### src/hdl/aesd_pkg.sv
`timescale 1ns / 1ps

package aesd_pkg;

  localparam int ROUNDS    = 10;
  localparam int RK_IDX_W  = $clog2(ROUNDS + 1);
  localparam int CFG_IDX_W = 3;

  localparam logic [CFG_IDX_W-1:0] REG_KEY_HIGH   = 3'd0;
  localparam logic [CFG_IDX_W-1:0] REG_KEY_LOW    = 3'd1;
  localparam logic [CFG_IDX_W-1:0] REG_IV_HIGH    = 3'd2;
  localparam logic [CFG_IDX_W-1:0] REG_IV_LOW     = 3'd3;
  localparam logic [CFG_IDX_W-1:0] REG_CHAIN_MODE = 3'd4;

  localparam logic [7:0] RCON_FIRST = 8'h01;

  typedef enum logic [0:0] {
    ST_IDLE,
    ST_RUN
  } core_state_t;

  typedef struct packed {
    logic [127:0] iv;
    logic         chain_mode;
  } chain_cfg_t;

  localparam logic [2047:0] FWD_SBOX = {
    128'h637c777bf26b6fc53001672bfed7ab76, 128'hca82c97dfa5947f0add4a2af9ca472c0,
    128'hb7fd9326363ff7cc34a5e5f171d83115, 128'h04c723c31896059a071280e2eb27b275,
    128'h09832c1a1b6e5aa0523bd6b329e32f84, 128'h53d100ed20fcb15b6acbbe394a4c58cf,
    128'hd0efaafb434d338545f9027f503c9fa8, 128'h51a3408f929d38f5bcb6da2110fff3d2,
    128'hcd0c13ec5f974417c4a77e3d645d1973, 128'h60814fdc222a908846eeb814de5e0bdb,
    128'he0323a0a4906245cc2d3ac629195e479, 128'he7c8376d8dd54ea96c56f4ea657aae08,
    128'hba78252e1ca6b4c6e8dd741f4bbd8b8a, 128'h703eb5664803f60e613557b986c11d9e,
    128'he1f8981169d98e949b1e87e9ce5528df, 128'h8ca1890dbfe6426841992d0fb054bb16
  };

  localparam logic [2047:0] INV_SBOX = {
    128'h52096ad53036a538bf40a39e81f3d7fb, 128'h7ce339829b2fff87348e4344c4dee9cb,
    128'h547b9432a6c2233dee4c950b42fac34e, 128'h082ea16628d924b2765ba2496d8bd125,
    128'h72f8f66486689816d4a45ccc5d65b692, 128'h6c704850fdedb9da5e154657a78d9d84,
    128'h90d8ab008cbcd30af7e45805b8b34506, 128'hd02c1e8fca3f0f02c1afbd0301138a6b,
    128'h3a9111414f67dcea97f2cfcef0b4e673, 128'h96ac7422e7ad3585e2f937e81c75df6e,
    128'h47f11a711d29c5896fb7620eaa18be1b, 128'hfc563e4bc6d279209adbc0fe78cd5af4,
    128'h1fdda8338807c731b11210592780ec5f, 128'h60517fa919b54a0d2de57a9f93c99cef,
    128'ha0e03b4dae2af5b0c8ebbb3c83539961, 128'h172b047eba77d626e169146355210c7d
  };

  function automatic logic [7:0] fwd_sub(input logic [7:0] b);
    return FWD_SBOX[2047 - 8 * b -: 8];
  endfunction

  function automatic logic [7:0] inv_sub(input logic [7:0] b);
    return INV_SBOX[2047 - 8 * b -: 8];
  endfunction

  function automatic logic [7:0] xtime(input logic [7:0] a);
    return {a[6:0], 1'b0} ^ (a[7] ? 8'h1b : 8'h00);
  endfunction

  function automatic logic [127:0] next_round_key(input logic [127:0] rk,
                                                  input logic [7:0] rc);
    logic [31:0] t;
    logic [31:0] w0;
    logic [31:0] w1;
    logic [31:0] w2;
    logic [31:0] w3;
    t = {fwd_sub(rk[23:16]), fwd_sub(rk[15:8]), fwd_sub(rk[7:0]), fwd_sub(rk[31:24])};
    t = t ^ {rc, 24'h000000};
    w0 = rk[127:96] ^ t;
    w1 = rk[95:64] ^ w0;
    w2 = rk[63:32] ^ w1;
    w3 = rk[31:0] ^ w2;
    return {w0, w1, w2, w3};
  endfunction

  function automatic logic [127:0] inv_shift_sub(input logic [127:0] s);
    logic [127:0] t;
    t = '0;
    for (int r = 0; r < 4; r++) begin
      for (int c = 0; c < 4; c++) begin
        t[127 - 8 * (r + 4 * c) -: 8] = inv_sub(s[127 - 8 * (r + 4 * ((c - r + 4) % 4)) -: 8]);
      end
    end
    return t;
  endfunction

  function automatic logic [127:0] inv_mix(input logic [127:0] s);
    logic [127:0] t;
    logic [7:0] a [4];
    logic [7:0] x2 [4];
    logic [7:0] x4 [4];
    logic [7:0] x8 [4];
    logic [7:0] m9 [4];
    logic [7:0] m11 [4];
    logic [7:0] m13 [4];
    logic [7:0] m14 [4];
    t = '0;
    for (int c = 0; c < 4; c++) begin
      for (int k = 0; k < 4; k++) begin
        a[k]   = s[127 - 8 * (4 * c + k) -: 8];
        x2[k]  = xtime(a[k]);
        x4[k]  = xtime(x2[k]);
        x8[k]  = xtime(x4[k]);
        m9[k]  = x8[k] ^ a[k];
        m11[k] = x8[k] ^ x2[k] ^ a[k];
        m13[k] = x8[k] ^ x4[k] ^ a[k];
        m14[k] = x8[k] ^ x4[k] ^ x2[k];
      end
      t[127 - 8 * (4 * c) -: 8]     = m14[0] ^ m11[1] ^ m13[2] ^ m9[3];
      t[127 - 8 * (4 * c + 1) -: 8] = m9[0] ^ m14[1] ^ m11[2] ^ m13[3];
      t[127 - 8 * (4 * c + 2) -: 8] = m13[0] ^ m9[1] ^ m14[2] ^ m11[3];
      t[127 - 8 * (4 * c + 3) -: 8] = m11[0] ^ m13[1] ^ m9[2] ^ m14[3];
    end
    return t;
  endfunction

endpackage

### src/hdl/aesd_keymem.sv
`timescale 1ns / 1ps

module aesd_keymem (
  input  logic                          clk,
  input  logic                          rst_n,
  input  logic                          start,
  input  logic [127:0]                  key,
  input  logic [aesd_pkg::RK_IDX_W-1:0] rd_addr,
  output logic [127:0]                  rd_data,
  output logic                          busy
);

  logic [127:0] mem [aesd_pkg::ROUNDS + 1];

  logic                          busy_r;
  logic [aesd_pkg::RK_IDX_W-1:0] idx_r;
  logic [127:0]                  cur_r;
  logic [7:0]                    rc_r;
  logic [127:0]                  rd_data_r;

  always_ff @(posedge clk) begin
    if (!rst_n) begin
      busy_r <= 1'b1;
      idx_r  <= '0;
      cur_r  <= '0;
      rc_r   <= aesd_pkg::RCON_FIRST;
    end else if (start) begin
      busy_r <= 1'b1;
      idx_r  <= '0;
      cur_r  <= key;
      rc_r   <= aesd_pkg::RCON_FIRST;
    end else if (busy_r) begin
      cur_r <= aesd_pkg::next_round_key(cur_r, rc_r);
      rc_r  <= aesd_pkg::xtime(rc_r);
      idx_r <= idx_r + 1'b1;
      if (idx_r == aesd_pkg::RK_IDX_W'(aesd_pkg::ROUNDS)) begin
        busy_r <= 1'b0;
      end
    end
  end

  always_ff @(posedge clk) begin
    if (busy_r && !start) begin
      mem[idx_r] <= cur_r;
    end
    rd_data_r <= mem[rd_addr];
  end

  assign rd_data = rd_data_r;
  assign busy    = busy_r;

endmodule

### config.mk
export PLATFORM = sky130hd
export DESIGN_NAME = aesd_keymem
export DESIGN_NICKNAME = d
export VERILOG_FILES = /design/src/hdl/aesd_pkg.sv /design/src/hdl/aesd_keymem.sv
export SDC_FILE = /design/constraint.sdc
export NUM_CORES = 2
export LEC_CHECK = 0
export BUFFER_PORTS_ARGS = -buffer_cell sky130_fd_sc_hd__buf_2
export CORE_MARGIN = 5
export CORE_UTILIZATION = 30
export CTS_BUF_LIST = sky130_fd_sc_hd__clkbuf_16
export DETAILED_ROUTE_END_ITERATION = 10
export SYNTH_ARGS = -nofsm -noshare
export SYNTH_HDL_FRONTEND = slang
export SYNTH_SLANG_ARGS = --single-unit
### constraint.sdc
create_clock -name clk -period 5.9 [get_ports clk]
set_clock_uncertainty 0.15 [all_clocks]
set_input_delay 0.295 -clock clk [delete_from_list [all_inputs] [get_ports clk]]
set_output_delay 0.295 -clock clk [all_outputs]
set_load 0.005 [all_outputs]
==> summary.txt <==
Outcome
  – Outcome: completed

Timing
  – Final hold slack: 2.909 ps
  – Worst-Margin Slew: 1362 ps
  – # setup viols final: 0
  – Period minus WS final: 5219 ps
  – Rel. slew slack: 0.08269
  – Setup TNS: 0 ps
  – RSZ-0062 raised after global routing: no
  – Max Clock Freq: 191.6 MHz
  – Final count of hold timing violations: 0
  – Fin. max-slew vios: 0
  – Crit share post-route: 0.8846

Setup path
  – CP top delay family: multiplexers
  – CP arrival: 5730 ps
  – Setup Crit Path Kind: reg -> reg
  – R2R setup slack: 680 ps
  – Slowest stage cell, crit path: ha_1
  – Reg-to-Reg End: cur_r[14]
  – Crit path max fanout: 20
  – Worst Path Buf+Inv: 2
  – Cells along the critical path: inv_1 > buf_4 > ha_1 > or2_2 > and3_1 > nor2_1 > mux4_2 > mux4_2 > xor2_1 > mux2i_1 > xnor2_1 > a21oi_1
  – Startpoint types: flip-flop
  – Worst Setup End Kind: flip-flop
  – Crit path top cell by count: mux4_2
  – Slowest stage delay, CP: 950 ps
  – Critical Path RT: 6410 ps
  – Reg2reg path depth: 12
  – Worst R2R Start: cur_r[1]

Routing
  – Iteration-0 DRC Markers: 6451
  – Via count: 52270
  – Via density: 5.670
  – DRT Wirelength: 284600 um
  – Drt drc: 0
  – Drt first pass iters: 7
  – Wirelength per Cell: 30.87 um
  – Final ANT Viol Nets: 0

Global routing
  – Overflow after GRT: 0
  – Number of global-route vias before repair: 51309
  – Pin count of the biggest net entering global routing: 111
  – Initial antenna violation count: 21
  – First-pass GRT wire length: 401400 um
  – Gr usage total: 0.2039

Place
  – Post-Place Cell Area: 83460 um^2
  – Placer Congestion: 0.9885
  – Port buffer count: 263
  – HPWL Detailed: 184600 um

Flow run
  – Max_cap viols: 0

Final layout
  – Fin area: 90740 um^2
  – Fraction of layout cells with a size suffix above 1: 0.2377
  – Most frequent cells in the layout: edfxtp_1 (1408), mux4_2 (424), o21ai_0 (268)
  – Synth-to-layout area growth: 16.21%
  – Final net count: 5846
  – Leading cell type in the layout, fill and taps excluded: edfxtp_1
  – Area occupied by multi-input gates: 28200 um^2
  – FILL cells: 24682
  – Finished Core Util: 0.3500
  – Sequential Area: 47710 um^2

Floorplan
  – Die width: 520.2 um
  – Top Ports: 264
  – Die area: 270600 um^2
  – Die Y: 520.2 um
  – Core footprint: 259200 um^2
  – Initial core utilization: 0.3012
  – Site row count: 187

Min path
  – Hold endpoint: rd_data[74]
  – HP Class: in -> reg
  – Hold_sp: rd_addr[1]
  – Hold depth: 2

Synthesis
  – Ys flop type: edfxtp_1
  – Yosys reg bits: 1677
  – Register area share after synthesis: 0.6104
  – Number of synthesized flops with an enable pin: 1408
  – Synthesized cell area: 78080 um^2
  – Syn Nets: 5542
  – Syn avg cell area: 14.61 um^2
  – Mapped Cells: 5343
  – Distinct cell type count after synthesis: 104
  – FFs w/ async S/R, synth: 0
  – Yosys warnings: 0

Power
  – Cell area power density: 522.0 nW/um^2
  – Pleak: 0.03035 uW
  – Max VDD drop: 0.0002932 V

Clock tree
  – Clock Path Buffers: 3
  – Setup Buffers After CTS: 0
  – Clock Sinks: 1677
  – Clk_lat worst skew: 840 ps
  – H-tree Lvls: 4
  – Clock root buffer: clkbuf_16
  – Worst-path clk slew: 60 ps
  – TritonCTS Buffers: 166
  – Post_cts resized: 0
  – CTS tree: done
  – Hold buffers post-CTS: 150
==> power breakdown <==
| group | internal, uW | switching (uW) |
|---|---|---|
| Sequential | 14800 | 2260 |
| Combinational | 7060 | 12300 |
| Clock | 6150 | 4770 |
==> cell usage after synthesis, drive strengths merged (89+ instances only) <==
master / instances / area (um^2)
a21oi: 243 / 1216
buf: 219 / 1134
clkbuf: 248 / 930.9
dfxtp: 269 / 5385
edfxtp: 1408 / 42280
mux2: 148 / 1667
mux4: 424 / 9549
nand2: 231 / 867.1
nand2b: 112 / 700.7
nand3: 101 / 505.5
nor2: 210 / 793.3
nor2b: 89 / 564.3
o21ai: 277 / 1386
xnor2: 119 / 1050
==> final cells by class <==
class | instances | area share
clock buffer | 166 | 0.04578
timing repair buffer | 603 | 0.05088
antenna | 24 | 0.0006619
sequential | 1677 | 0.5258
tap | 3402 | 0.04691
clock inverter | 147 | 0.01708
inverter | 48 | 0.002082
multi-input combinational | 3151 | 0.3108
==> state kept, by name, summed over array words and instances (netlist names) <==
register / flops
mem: 1408
cur_r: 128
rd_data: 128
rc_r: 8
idx_r: 4
busy: 1
==> stage by stage <==
| step | total power, uW | setup WS, ps | cells |
|---|---|---|---|
| global placement | 36170 | 619.6 | 8730 |
| global route | 49110 | 605.3 | 9213 |
| finish | 47360 | 680.8 | 9218 |
| floorplan | 28370 | 1042 | 5343 |
| CTS | 47130 | 660.7 | 9193 |
| detailed placement | 36020 | 716.0 | 8730 |
==> worst max-delay path by stage <==
stage                   from         to  slack (ps)  cells past startpoint
detailed placement  cur_r[1]  cur_r[14]         720                     12
floorplan               busy  mem[4][0]        1040                      5
global placement    cur_r[1]  cur_r[14]         620                     12
CTS                 cur_r[1]  cur_r[14]         660                     12
finish              cur_r[1]  cur_r[14]         680                     12
global route        cur_r[1]  cur_r[14]         610                     12
==> layer usage <==
layer | vias to the layer above | global-route usage | part of all wire
met5 | - | 0 | 0.000081
met4 | 4 | 0.1116 | 0.062
met3 | 499 | 0.02914 | 0.074
met2 | 2670 | 0.3204 | 0.46
met1 | 27266 | 0.2729 | 0.40
li1 | 21831 | - | -
==> cell families after synthesis <==
| group | count (synthesis) | synth area share |
|---|---|---|
| compound gates | 1150 | 0.1004 |
| xor+xnor | 209 | 0.02602 |
| fa+ha+maj | 67 | 0.01064 |
| buf+inv | 515 | 0.02875 |
| flops | 1677 | 0.6104 |
| mux | 628 | 0.1508 |
| simple gates | 1097 | 0.07296 |
==> worst reg2reg max path: cells and delay by family (launching register included) <==
kind | cells | cell delay (ps)
mux | 3 | 1630
xor+xnor | 2 | 950
flops | 1 | 340
fa+ha+maj | 1 | 950
compound gates | 1 | 90
simple gates | 3 | 710
buf+inv | 2 | 230
Note: power is estimated with default switching activity, not from simulation.
